**src/hw/rtl/hbcc_pkg.sv**
```systemverilog
// ----------------------------------------------------------------------------
// HSV box classifier package
// Box layout, tally type, class codes and the per-point and per-object
// functions shared by the classifier modules.
// ----------------------------------------------------------------------------
package hbcc_pkg;

   localparam int unsigned NUM_BOXES  = 6;
   localparam int unsigned MAX_POINTS = 65535;

   localparam logic [15:0] COUNT_CAP =
      (MAX_POINTS > 65535) ? 16'hFFFF : 16'(MAX_POINTS);

   localparam int unsigned BOX_RED    = 0;
   localparam int unsigned BOX_BLUE   = 1;
   localparam int unsigned BOX_GREEN  = 2;
   localparam int unsigned BOX_YELLOW = 3;
   localparam int unsigned BOX_ORANGE = 4;
   localparam int unsigned BOX_PURPLE = 5;

   localparam logic [2:0] CLASS_NONE   = 3'd0;
   localparam logic [2:0] CLASS_RED    = 3'd1;
   localparam logic [2:0] CLASS_BLUE   = 3'd2;
   localparam logic [2:0] CLASS_GREEN  = 3'd3;
   localparam logic [2:0] CLASS_YELLOW = 3'd4;
   localparam logic [2:0] CLASS_ORANGE = 3'd5;
   localparam logic [2:0] CLASS_PURPLE = 3'd6;

   typedef struct packed {
      logic [7:0] val_max;
      logic [7:0] val_min;
      logic [7:0] sat_max;
      logic [7:0] sat_min;
      logic [8:0] hue_max;
      logic [8:0] hue_min;
   } box_type;

   typedef logic [15:0] count_type;

   typedef struct packed {
      count_type [NUM_BOXES-1:0] box;
      count_type                 total;
   } tally_type;

   function automatic logic in_box(box_type b, logic [8:0] hue, logic [7:0] sat,
                                   logic [7:0] bri);
      return (hue > b.hue_min) && (hue < b.hue_max) &&
             (sat > b.sat_min) && (sat < b.sat_max) &&
             (bri > b.val_min) && (bri < b.val_max);
   endfunction

   function automatic count_type sat_inc(count_type v);
      return (v < COUNT_CAP) ? v + 16'd1 : COUNT_CAP;
   endfunction

   // 4*count > total, on 18 bits
   function automatic logic over_quarter(count_type c, count_type t);
      return {c, 2'b00} > {2'b00, t};
   endfunction

   function automatic logic [2:0] pick_class(tally_type tl);
      logic [2:0] cls;
      count_type  r;
      count_type  y;
      r = tl.box[BOX_RED];
      y = tl.box[BOX_YELLOW];
      priority if (over_quarter(r, tl.total) && r > y) begin
         cls = CLASS_RED;
      end else if ({tl.box[BOX_BLUE], 1'b0} > {1'b0, tl.total}) begin
         cls = CLASS_BLUE;
      end else if (over_quarter(tl.box[BOX_GREEN], tl.total)) begin
         cls = CLASS_GREEN;
      end else if (over_quarter(y, tl.total) && y > r) begin
         cls = CLASS_YELLOW;
      end else if (over_quarter(tl.box[BOX_ORANGE], tl.total) &&
                   tl.box[BOX_ORANGE] > r) begin
         cls = CLASS_ORANGE;
      end else if (over_quarter(tl.box[BOX_PURPLE], tl.total) &&
                   tl.box[BOX_PURPLE] > r) begin
         cls = CLASS_PURPLE;
      end else begin
         cls = CLASS_NONE;
      end
      return cls;
   endfunction

endpackage

```
**src/hw/rtl/hbcc_csr.sv**
```systemverilog
// ----------------------------------------------------------------------------
// HSV box classifier register file
// APB-style access to the six packed color box registers.
// ----------------------------------------------------------------------------
module hbcc_csr
   import hbcc_pkg::*;
(
   input  logic                           clock,
   input  logic                           reset,
   input  logic                           psel,
   input  logic                           penable,
   input  logic                           pwrite,
   input  logic [5:0]                     paddr,
   input  logic [63:0]                    pwdata,
   output logic [63:0]                    prdata,
   output logic                           pready,
   output box_type [NUM_BOXES-1:0]        boxes
);

   box_type [NUM_BOXES-1:0] boxes_ff;
   box_type [NUM_BOXES-1:0] boxes_in;
   logic    [2:0]           index;
   logic                    index_ok;

   assign index    = paddr[5:3];
   assign index_ok = index < 3'(NUM_BOXES);
   assign pready   = 1'b1;
   assign boxes    = boxes_ff;

   always_comb begin
      boxes_in = boxes_ff;
      if (psel && penable && pwrite && index_ok) begin
         boxes_in[index] = pwdata[$bits(box_type)-1:0];
      end
   end

   always_comb begin
      prdata = 64'd0;
      if (index_ok) begin
         prdata = 64'(boxes_ff[index]);
      end
   end

   always_ff @(posedge clock) begin
      if (reset) begin
         boxes_ff <= '0;
      end else begin
         boxes_ff <= boxes_in;
      end
   end

endmodule

```
**src/hw/rtl/hbcc_front.sv**
```systemverilog
// ----------------------------------------------------------------------------
// HSV box classifier front end
// Accepts points, tests them against the boxes and keeps the running
// tallies; hands a finished tally to the queue on the last point.
// ----------------------------------------------------------------------------
module hbcc_front
   import hbcc_pkg::*;
(
   input  logic                    clock,
   input  logic                    reset,
   input  logic                    push,
   output logic                    full,
   input  logic [8:0]              hue,
   input  logic [7:0]              saturation,
   input  logic [7:0]              brightness,
   input  logic                    last_point,
   input  box_type [NUM_BOXES-1:0] boxes,
   input  logic                    q_full,
   output logic                    q_push,
   output tally_type               q_data
);

   logic                          s1_valid_ff;
   logic                          s1_valid_in;
   logic [NUM_BOXES-1:0]          s1_match_ff;
   logic                          s1_last_ff;
   logic [NUM_BOXES-1:0]          match;
   tally_type                     tally_ff;
   tally_type                     tally_in;
   tally_type                     tally_next;
   logic                          advance;
   logic                          accept;

   assign advance = s1_valid_ff && !(s1_last_ff && q_full);
   assign full    = s1_valid_ff && !advance;
   assign accept  = push && !full;

   always_comb begin
      for (int i = 0; i < NUM_BOXES; i++) begin
         match[i] = in_box(boxes[i], hue, saturation, brightness);
      end
   end

   always_comb begin
      for (int i = 0; i < NUM_BOXES; i++) begin
         tally_next.box[i] = s1_match_ff[i] ? sat_inc(tally_ff.box[i]) : tally_ff.box[i];
      end
      tally_next.total = sat_inc(tally_ff.total);
   end

   assign q_push = advance && s1_last_ff;
   assign q_data = tally_next;

   always_comb begin
      tally_in = tally_ff;
      if (advance) begin
         tally_in = s1_last_ff ? '0 : tally_next;
      end
   end

   assign s1_valid_in = accept ? 1'b1 : (advance ? 1'b0 : s1_valid_ff);

   always_ff @(posedge clock) begin
      if (reset) begin
         s1_valid_ff <= 1'b0;
         tally_ff    <= '0;
      end else begin
         s1_valid_ff <= s1_valid_in;
         tally_ff    <= tally_in;
      end
   end

   always_ff @(posedge clock) begin
      if (accept) begin
         s1_match_ff <= match;
         s1_last_ff  <= last_point;
      end
   end

endmodule

```
**src/hw/rtl/hbcc_queue.sv**
```systemverilog
// ----------------------------------------------------------------------------
// HSV box classifier tally queue
// Small register queue of finished tallies between front and back end.
// ----------------------------------------------------------------------------
module hbcc_queue
   import hbcc_pkg::*;
#(
   parameter int unsigned DEPTH = 4
)(
   input  logic      clock,
   input  logic      reset,
   input  logic      wr_en,
   input  tally_type wr_data,
   output logic      full,
   input  logic      rd_en,
   output tally_type rd_data,
   output logic      empty
);

   localparam int unsigned PTR_W = $clog2(DEPTH);
   localparam int unsigned CNT_W = $clog2(DEPTH + 1);

   tally_type [DEPTH-1:0] entries_ff;
   logic [PTR_W-1:0]      wr_ptr_ff;
   logic [PTR_W-1:0]      wr_ptr_in;
   logic [PTR_W-1:0]      rd_ptr_ff;
   logic [PTR_W-1:0]      rd_ptr_in;
   logic [CNT_W-1:0]      count_ff;
   logic [CNT_W-1:0]      count_in;
   logic                  do_wr;
   logic                  do_rd;

   assign full    = count_ff == CNT_W'(DEPTH);
   assign empty   = count_ff == '0;
   assign do_wr   = wr_en && !full;
   assign do_rd   = rd_en && !empty;
   assign rd_data = entries_ff[rd_ptr_ff];

   always_comb begin
      wr_ptr_in = wr_ptr_ff;
      rd_ptr_in = rd_ptr_ff;
      count_in  = count_ff;
      if (do_wr) begin
         wr_ptr_in = (wr_ptr_ff == PTR_W'(DEPTH - 1)) ? '0 : wr_ptr_ff + 1'b1;
      end
      if (do_rd) begin
         rd_ptr_in = (rd_ptr_ff == PTR_W'(DEPTH - 1)) ? '0 : rd_ptr_ff + 1'b1;
      end
      unique case ({do_wr, do_rd})
         2'b10:   count_in = count_ff + 1'b1;
         2'b01:   count_in = count_ff - 1'b1;
         default: count_in = count_ff;
      endcase
   end

   always_ff @(posedge clock) begin
      if (reset) begin
         wr_ptr_ff <= '0;
         rd_ptr_ff <= '0;
         count_ff  <= '0;
      end else begin
         wr_ptr_ff <= wr_ptr_in;
         rd_ptr_ff <= rd_ptr_in;
         count_ff  <= count_in;
      end
   end

   always_ff @(posedge clock) begin
      if (do_wr) begin
         entries_ff[wr_ptr_ff] <= wr_data;
      end
   end

endmodule

```
**src/hw/rtl/hbcc_back.sv**
```systemverilog
// ----------------------------------------------------------------------------
// HSV box classifier back end
// Picks the color class of the oldest tally and holds it in the result
// register until taken.
// ----------------------------------------------------------------------------
module hbcc_back
   import hbcc_pkg::*;
(
   input  logic       clock,
   input  logic       reset,
   input  logic       q_empty,
   input  tally_type  q_head,
   output logic       q_pop,
   input  logic       pop,
   output logic       empty,
   output logic [2:0] color_class,
   output tally_type  tally
);

   logic       out_valid_ff;
   logic       out_valid_in;
   logic [2:0] class_ff;
   tally_type  tally_ff;
   logic       load;

   assign load         = !q_empty && (!out_valid_ff || pop);
   assign q_pop        = load;
   assign out_valid_in = load ? 1'b1 : (pop ? 1'b0 : out_valid_ff);
   assign empty        = !out_valid_ff;
   assign color_class  = class_ff;
   assign tally        = tally_ff;

   always_ff @(posedge clock) begin
      if (reset) begin
         out_valid_ff <= 1'b0;
      end else begin
         out_valid_ff <= out_valid_in;
      end
   end

   always_ff @(posedge clock) begin
      if (load) begin
         class_ff <= pick_class(q_head);
         tally_ff <= q_head;
      end
   end

endmodule

```
**src/hw/rtl/hsv_box_color_classifier.sv**
```systemverilog
// ----------------------------------------------------------------------------
// HSV box color classifier
// Counts the points of one object that fall in each of six HSV boxes and
// reports the counts and a color class on the object's last point.
//
//   channel   ports          handshake             moves
//   points    req_*          push / full           one HSV point
//   results   rsp_*          empty / pop           class and counts
//   config    p*             psel/penable/pwrite   one 50-bit box register
//
// One point is taken every cycle while full is low. A result passes through the
// match register, the tally queue and the result register on its way to
// rsp_*. The tally queue holds QUEUE_DEPTH results; full rises only while a
// last point waits for room in it. Reset clears the counters, the queue and
// the box registers.
// ----------------------------------------------------------------------------
module hsv_box_color_classifier
   import hbcc_pkg::*;
#(
   parameter int unsigned QUEUE_DEPTH = 4
)(
   input  logic        clock,
   input  logic        reset,
   input  logic        push,
   output logic        full,
   input  logic [8:0]  req_hue,
   input  logic [7:0]  req_saturation,
   input  logic [7:0]  req_brightness,
   input  logic        req_last_point,
   output logic        empty,
   input  logic        pop,
   output logic [2:0]  rsp_color_class,
   output logic [15:0] rsp_red_count,
   output logic [15:0] rsp_blue_count,
   output logic [15:0] rsp_green_count,
   output logic [15:0] rsp_yellow_count,
   output logic [15:0] rsp_orange_count,
   output logic [15:0] rsp_purple_count,
   output logic [15:0] rsp_total_points,
   input  logic        psel,
   input  logic        penable,
   input  logic        pwrite,
   input  logic [5:0]  paddr,
   input  logic [63:0] pwdata,
   output logic [63:0] prdata,
   output logic        pready
);

   box_type [NUM_BOXES-1:0] boxes;
   logic                    q_full;
   logic                    q_empty;
   logic                    q_push;
   logic                    q_pop;
   tally_type               q_wr_data;
   tally_type               q_head;
   tally_type               out_tally;

   hbcc_csr u_csr (
      .clock   (clock),
      .reset   (reset),
      .psel    (psel),
      .penable (penable),
      .pwrite  (pwrite),
      .paddr   (paddr),
      .pwdata  (pwdata),
      .prdata  (prdata),
      .pready  (pready),
      .boxes   (boxes)
   );

   hbcc_front u_front (
      .clock      (clock),
      .reset      (reset),
      .push       (push),
      .full       (full),
      .hue        (req_hue),
      .saturation (req_saturation),
      .brightness (req_brightness),
      .last_point (req_last_point),
      .boxes      (boxes),
      .q_full     (q_full),
      .q_push     (q_push),
      .q_data     (q_wr_data)
   );

   hbcc_queue #(
      .DEPTH (QUEUE_DEPTH)
   ) u_queue (
      .clock   (clock),
      .reset   (reset),
      .wr_en   (q_push),
      .wr_data (q_wr_data),
      .full    (q_full),
      .rd_en   (q_pop),
      .rd_data (q_head),
      .empty   (q_empty)
   );

   hbcc_back u_back (
      .clock       (clock),
      .reset       (reset),
      .q_empty     (q_empty),
      .q_head      (q_head),
      .q_pop       (q_pop),
      .pop         (pop),
      .empty       (empty),
      .color_class (rsp_color_class),
      .tally       (out_tally)
   );

   assign rsp_red_count    = out_tally.box[BOX_RED];
   assign rsp_blue_count   = out_tally.box[BOX_BLUE];
   assign rsp_green_count  = out_tally.box[BOX_GREEN];
   assign rsp_yellow_count = out_tally.box[BOX_YELLOW];
   assign rsp_orange_count = out_tally.box[BOX_ORANGE];
   assign rsp_purple_count = out_tally.box[BOX_PURPLE];
   assign rsp_total_points = out_tally.total;

endmodule

```
**config.mk**
```make
export PLATFORM = sky130hd
export DESIGN_NAME = hsv_box_color_classifier
export DESIGN_NICKNAME = d
export VERILOG_FILES = /design/src/hw/rtl/hbcc_pkg.sv /design/src/hw/rtl/hbcc_csr.sv /design/src/hw/rtl/hbcc_front.sv /design/src/hw/rtl/hbcc_queue.sv /design/src/hw/rtl/hbcc_back.sv /design/src/hw/rtl/hsv_box_color_classifier.sv
export SDC_FILE = /design/constraint.sdc
export NUM_CORES = 2
export LEC_CHECK = 0
export ABC_AREA = 1
export BUFFER_PORTS_ARGS = -buffer_cell sky130_fd_sc_hd__buf_2
export CORE_MARGIN = 4
export CORE_UTILIZATION = 53
export DETAILED_ROUTE_END_ITERATION = 8
export PLACE_DENSITY = 0.71
export SLEW_MARGIN = 15
export SYNTH_ARGS = -nofsm -noshare
export SYNTH_HDL_FRONTEND = slang
export SYNTH_SLANG_ARGS = --single-unit
```
**constraint.sdc**
```tcl
create_clock -name clock -period 10.9 [get_ports clock]
set_clock_uncertainty 0.1 [all_clocks]
set_input_delay 2.18 -clock clock [delete_from_list [all_inputs] [get_ports clock]]
set_output_delay 2.18 -clock clock [all_outputs]
set_load 0.03 [all_outputs]
```
---- Yosys cells after proc, flatten, opt, wreduce, memory -nomap -nowiden ----
Cells that the tools add are included.
storage, ports and cells
  bits in registers ....................... 991
  input bits .............................. 103
  output and inout port bits .............. 182
  logic and storage cells ................. 258
cells by class
  add/subtract/negate cells ............... 11
  magnitude comparators ................... 59
  equality and inequality tests ........... 5
  muxes and demuxes ....................... 37
  reductions and logical operators ........ 59
operators by type and width
  operator               number
  $bwmux 448             1
  $mux 112               3
  $bwmux 300             1
  $bmux 112 s2           1
  $demux 112 s2          1
  $mux 16                13
  $bmux 50 s3            1
  $demux 50 s3           1
  $mux 50                3
  $add 16x1->16 const B  7
  $lt 16x16->1 const B   7
  $gt 8x8->1             12
  $lt 8x8->1             12
  $gt 18x16->1           5
  $gt 16x16->1           4
  $gt 9x9->1             6
  $lt 9x9->1             6
  $logic_and 1x1->1      47
  $gt 17x16->1           1
  $mux 3                 3
  $mux 2                 4
  $eq 2x2->1 const B     3
  $logic_not 1->1        6
  $lt 2x3->1 const B     2
  15 further kinds       21

---- Depth between registers and ports, before layout ----
  depth after elaboration ................. 9
  gate-level depth with buffers ........... 23
  gate-level depth less buffers ........... 19

---- Modules after synthesis ----
A second synthesis with hierarchy kept.
second synthesis, totals
  cell total of the unflattened synthesis .. 6708
  area, all modules ....................... 53791.6 sq um
modules (own cells, without submodules)
  module      times used  cells an instance  area each (sq um)  seq. area each (sq um)
  hbcc_queue  1           1152               17000.1            13593.0
  hbcc_front  1           2435               15310.9            2472.4
  hbcc_csr    1           2448               14447.6            6005.8
  hbcc_back   1           673                7033.0             3473.3

---- Least setup slack after synthesis ----
No wires, ideal clock.
  path kind ............................... input-to-reg
  start ................................... in pop
  end ..................................... reg u_queue.count_ff[2]
  data arrival time ....................... 9.493 ns
  data required time ...................... 10.678 ns
  slack ................................... 1.185 ns
  stages .................................. 9
  path buffers ............................ 0
  cell sequence ........................... nor2_1 a21oi_1 ha_1 inv_1 fa_1 a21oi_1 o21ai_0 o21ai_0 a21oi_1
on the way
  cells in the longest elaborated chain, start to end .. 5
RTL lines
  item                                             RTL line                        source
  start, declared                                  hsv_box_color_classifier.sv:31  input logic pop,
  $logic_or 1x1->1 (*)                             hbcc_back.sv:26                 assign load = !q_empty && (!out_valid_ff || pop);
  $logic_and 1x1->1 (*)                            hbcc_back.sv:26
  via q_pop                                        hsv_box_color_classifier.sv:53  logic q_pop;
  $logic_and 1x1->1 (*)                            hbcc_queue.sv:36                assign do_rd = rd_en && !empty;
  $eq 2x1->1 or $eq 2x2->1 (tied branches)         hbcc_queue.sv:49                unique case ({do_wr, do_rd})
  $pmux 3 s2 or $reduce_bool 2->1 (tied branches)  --
  end signal, assigned                             hbcc_queue.sv:64                count_ff <= count_in;
  end, declared                                    hbcc_queue.sv:28                logic [CNT_W-1:0] count_ff;
Mark *: on every way through the listed nets, which the timed path passes. The rest lies on a longest branch.
A chain may end at the register's enable or synchronous reset.

---- Worst setup path in the final report ----
  start ................................... in paddr[5]
  end ..................................... out prdata[45]
on the way
  cells in the longest elaborated chain, start to end .. 3
RTL lines
  item                           RTL line                        source
  start, declared                hsv_box_color_classifier.sv:43  input logic [5:0] paddr,
  $bmux 50 s3                    hbcc_csr.sv:40                  prdata = 64'(boxes_ff[index]);
  $mux 50 (not written as such)  hbcc_csr.sv:40
  $mux 50 (*)                    hbcc_csr.sv:39                  if (index_ok) begin
  end, declared                  hsv_box_color_classifier.sv:45  output logic [63:0] prdata,
Mark *: on every way between the ends. The rest lies on a longest branch, timed or not. The select of a mux whose other input is x is not followed.

==> impl_metrics.prom <==
# TYPE chip_impl_metric gauge
chip_impl_metric{name="critical_path_peak_fanout",unit=""} 31
chip_impl_metric{name="detail_route.wirelength.met1",unit="um"} 54900
chip_impl_metric{name="worst_pin_slew",unit="ns"} 1.15
chip_impl_info{name="final_cell_mix",value="877 x nand2_1, 655 x a21oi_1, 570 x edfxtp_1"} 1
chip_impl_metric{name="post-layout-total-power",unit="uW"} 12400
chip_impl_metric{name="clock_power_share",unit="%"} 29.4
chip_impl_metric{name="pin_count",unit=""} 285
chip_impl_metric{name="post-dp-hpwl",unit="um"} 87400
chip_impl_info{name="critPathKind",value="primary input to primary output"} 1
chip_impl_info{name="hold_class",value="flop to flop"} 1
chip_impl_metric{name="final_layout_size_suffix_gt1_share",unit="%"} 9.62
chip_impl_metric{name="wl_met3",unit="um"} 9760
chip_impl_metric{name="die_height",unit="um"} 312
chip_impl_metric{name="drt_wl_total",unit="um"} 135000
chip_impl_metric{name="yosys.cell_types.count",unit=""} 58
chip_impl_info{name="final_common_cell",value="nand2_1"} 1
chip_impl_metric{name="drt_drc_violations_left",unit=""} 0
chip_impl_info{name="hold_path_end",value="u_front.tally_ff[44]"} 1
chip_impl_metric{name="routed_vias",unit=""} 39100
chip_impl_info{name="tritoncts",value="done"} 1
chip_impl_info{name="synth-main-ff-cell",value="edfxtp_1"} 1
chip_impl_metric{name="cts_max_path_buffers",unit=""} 3
chip_impl_metric{name="grt_usage",unit="%"} 27.0
chip_impl_info{name="critical_path_capture_point_type",value="primary output"} 1
chip_impl_metric{name="worstSkewPairLatency",unit="ns"} 0.70
chip_impl_info{name="timing.rr.start",value="u_queue.rd_ptr_ff[0]"} 1
chip_impl_metric{name="power_switching",unit="uW"} 4680
chip_impl_metric{name="multi_input_logic_area",unit="sq um"} 20400
chip_impl_metric{name="maximum_clock_rate",unit="MHz"} 145
chip_impl_metric{name="finalWeightedCongestion",unit=""} 0.899
chip_impl_metric{name="grt_overflow",unit=""} 0
chip_impl_metric{name="met2_routed_length",unit="um"} 63600
chip_impl_metric{name="final_period_minus_worst_setup_slack",unit="ns"} 6.91
chip_impl_metric{name="power.static_leakage",unit="uW"} 0.0209
chip_impl_metric{name="worst_ep_arrival_time",unit="ns"} 4.63
chip_impl_metric{name="timing.max_slew.rel_slack",unit="%"} 23.4
chip_impl_metric{name="placed_instance_count",unit=""} 6508
chip_impl_metric{name="final_cell_count_no_fill",unit=""} 6717
chip_impl_metric{name="ir_drop",unit="mV"} 0.158
chip_impl_metric{name="yosys_warnings",unit=""} 0
chip_impl_metric{name="cts_buffers",unit=""} 105
chip_impl_metric{name="switching_share",unit="%"} 37.9
chip_impl_info{name="clock-root-buffer",value="clkbuf_16"} 1
chip_impl_metric{name="worst-endpoint-required",unit="ns"} 8.62
chip_impl_metric{name="timing.final.crit_share",unit="%"} 63.4
chip_impl_info{name="synth_area_leader_cell",value="edfxtp_1"} 1
chip_impl_metric{name="cts-hold-fix-buffers",unit=""} 0
chip_impl_info{name="setup_repair_after_global_routing_missed_its_margin",value="no"} 1
chip_impl_info{name="highest_signal_layer_in_the_routed_design",value="met5"} 1
chip_impl_info{name="worst_setup_path_start_kind",value="primary input"} 1
chip_impl_metric{name="synth.cell_area",unit="sq um"} 49000
chip_impl_metric{name="setup_violations",unit=""} 0
chip_impl_info{name="origin_of_the_worst_setup_path",value="paddr[5]"} 1
chip_impl_metric{name="detail-route-antenna-nets",unit=""} 0
chip_impl_metric{name="h_tree_levels",unit=""} 3
chip_impl_metric{name="port-buffer-count",unit=""} 252
chip_impl_metric{name="final_nets",unit=""} 5961
chip_impl_metric{name="synth_sequential_area_ratio",unit="%"} 52.1
chip_impl_metric{name="nFillCells",unit=""} 7800
chip_impl_metric{name="die_width",unit="um"} 312
chip_impl_metric{name="routed_wire_length_per_instance",unit="um"} 20.1
chip_impl_metric{name="cap_violations",unit=""} 0
chip_impl_metric{name="number_of_gates_resized_after_cts",unit=""} 0
chip_impl_metric{name="p_per_area",unit="nW/um^2"} 226
chip_impl_metric{name="dr.first_iter.drc_count",unit=""} 3374
chip_impl_metric{name="seqPwrFrac",unit="%"} 36.6
chip_impl_metric{name="synthCells",unit=""} 5270
chip_impl_metric{name="ff_latch_area",unit="sq um"} 25500
chip_impl_metric{name="route.detailed.vias_per_inst",unit=""} 5.82
chip_impl_metric{name="hold_viol_final",unit=""} 0
chip_impl_metric{name="placement_rows",unit=""} 111
chip_impl_metric{name="start_util",unit="%"} 53.5
chip_impl_metric{name="clock_sinks",unit=""} 991
chip_impl_metric{name="regToRegSetupSlack",unit="ns"} 5.91
chip_impl_metric{name="maximum_number_of_pins_on_one_net_before_global_route_repair",unit=""} 175
chip_impl_metric{name="synth_enable_flop_cells",unit=""} 570
chip_impl_metric{name="syn-mean-instance-area",unit="sq um"} 9.30
chip_impl_metric{name="ff2ff_path_depth",unit=""} 20
chip_impl_metric{name="synth_top_area_share",unit="%"} 34.9
chip_impl_info{name="outcome",value="finished, final reports clean"} 1
chip_impl_info{name="worst_path_slowest_cell",value="inv_2"} 1
chip_impl_metric{name="timing.final.max_slew_violations",unit=""} 0
chip_impl_metric{name="cp_slowest_stage_delay",unit="ns"} 0.76
chip_impl_metric{name="finalSetupTns",unit="ns"} 0
chip_impl_metric{name="clk_pin_slew_worst_paths",unit="ns"} 0.06
chip_impl_metric{name="antenna_found_initial",unit=""} 14
chip_impl_metric{name="design.core.area",unit="sq um"} 91700
chip_impl_metric{name="combinationalPowerShare",unit="%"} 34.0
chip_impl_metric{name="die_area",unit="sq um"} 97400
chip_impl_metric{name="area_growth",unit="%"} 11.5
chip_impl_info{name="timing.critical_path.cells",value="buf_2 > inv_2 > nor3_4 > buf_4 > inv_2 > o22ai_1 > a211oi_1 > o221ai_1 > buf_2"} 1
chip_impl_info{name="timing.hold.worst.start",value="u_front.tally_ff[44]"} 1
chip_impl_metric{name="synth_seq_cells",unit=""} 991
chip_impl_metric{name="dr.pass1.iters",unit=""} 6
chip_impl_info{name="netlist_top_cells_area",value="edfxtp_1 35%, dfxtp_1 17%, ha_1 11%"} 1
chip_impl_metric{name="cts.repair_timing.setup_buffer_count",unit=""} 0
chip_impl_metric{name="grt_pass1_wl",unit="um"} 208000
chip_impl_metric{name="number_of_instances_on_the_worst_hold_path",unit=""} 2
chip_impl_metric{name="first_global_vias",unit=""} 37000
chip_impl_info{name="rr_endpoint",value="u_back.color_class[0]"} 1
chip_impl_metric{name="internal-power",unit="uW"} 7680
chip_impl_metric{name="ys_async_sr_fraction",unit="%"} 0
chip_impl_metric{name="final_core_utilization",unit="%"} 59.6
## registers in the layout (all words and copies together) (netlist names)
name                 cells
u_front.s1_valid_ff      1
u_queue.entries_ff     448
u_queue.wr_ptr_ff        2
u_queue.rd_ptr_ff        2
u_front.tally_ff       112
u_queue.count_ff         3
u_csr.boxes            300
u_back.tally           112
u_back.color_class       3
u_front.s1_last_ff       1
u_front.s1_match_ff      6
u_back.out_valid_ff      1
## synthesized netlist by cell type (10+ instances only)
cell and count:
a21oi_1 656, xor2_1 19, buf_6 11, buf_4 21
inv_1 519, nand3_1 120, edfxtp_1 570, o221ai_1 43
a221oi_1 36, o22ai_1 93, nand2_1 878, nor2_2 10
clkbuf_1 156, nand4_1 63, nor3_1 46, buf_2 50
inv_2 14, a32oi_1 43, a211oi_1 13, a22oi_1 12
o211ai_1 20, buf_1 13, o21ai_0 525, xnor2_1 14
nor2_1 380, ha_1 428, dfxtp_1 421
## power by group through the flow
stage	clock, uW	sequential [uW]	combinational [uW]
final	3640	4530	4200
after global routing	3860	4560	4650
after CTS	3690	4530	4180
after detailed placement	0	4610	4150
after global placement	0	4610	4020
after floorplan	0	5110	2320
## final cells by class
| class | instances | share of cell area, % |
|---|---|---|
| Timing Repair Buffer | 290 | 2.86 |
| Tap cell | 1186 | 2.72 |
| Clock inverter | 57 | 1.15 |
| Multi-Input combinational cell | 3505 | 37.4 |
| Sequential cell | 991 | 46.7 |
| Inverter | 536 | 3.70 |
| Antenna cell | 9 | 0.0412 |
| Clock buffer | 143 | 5.40 |
## how the worst max path moves through the flow
| stage | endpoint | depth (start not counted) |
|---|---|---|
| after CTS | prdata[41] | 9 |
| after floorplan | u_queue.count_ff[2] | 9 |
| after global placement | prdata[45] | 9 |
| final | prdata[45] | 9 |
| after global routing | prdata[41] | 9 |
| after detailed placement | prdata[47] | 9 |
## logic make-up after synthesis
| kind of cell | count (synthesis) | synth area share [%] |
|---|---|---|
| flip-flops | 991 | 52.1 |
| other | 2 | 0.0153 |
| XOR/XNOR | 33 | 0.590 |
| adder cells (fa/ha/maj) | 429 | 11.0 |
| AO/OA/AOI/OAI | 1490 | 16.9 |
| AND/OR/NAND/NOR | 1538 | 13.0 |
| buffers and inverters | 787 | 6.49 |
## through the flow
step	hold slack (ns)	instance area, sq um	setup WS, ns
3_5_place_dp	0.360	51100	4.07
4_1_cts	0.369	54600	4.07
5_1_grt	0.394	54600	3.93
3_3_place_gp	0.353	51100	4.07
2_1_floorplan	0.341	49100	1.19
6_report	0.365	54700	3.99
## layer usage
| layer | up-vias | track usage [%] |
|---|---|---|
| met5 | - | 0 |
| met4 | 10 | 13.0 |
| met3 | 378 | 3.89 |
| met2 | 1516 | 45.5 |
| met1 | 18400 | 34.4 |
| li1 | 18800 | - |
## critical path, delay by kind of cell
kind	cells	cell delay, ns
buf+inv	5	1.63
compound gates	3	0.71
simple gates	1	0.06
(Power assumes the default switching activity.)
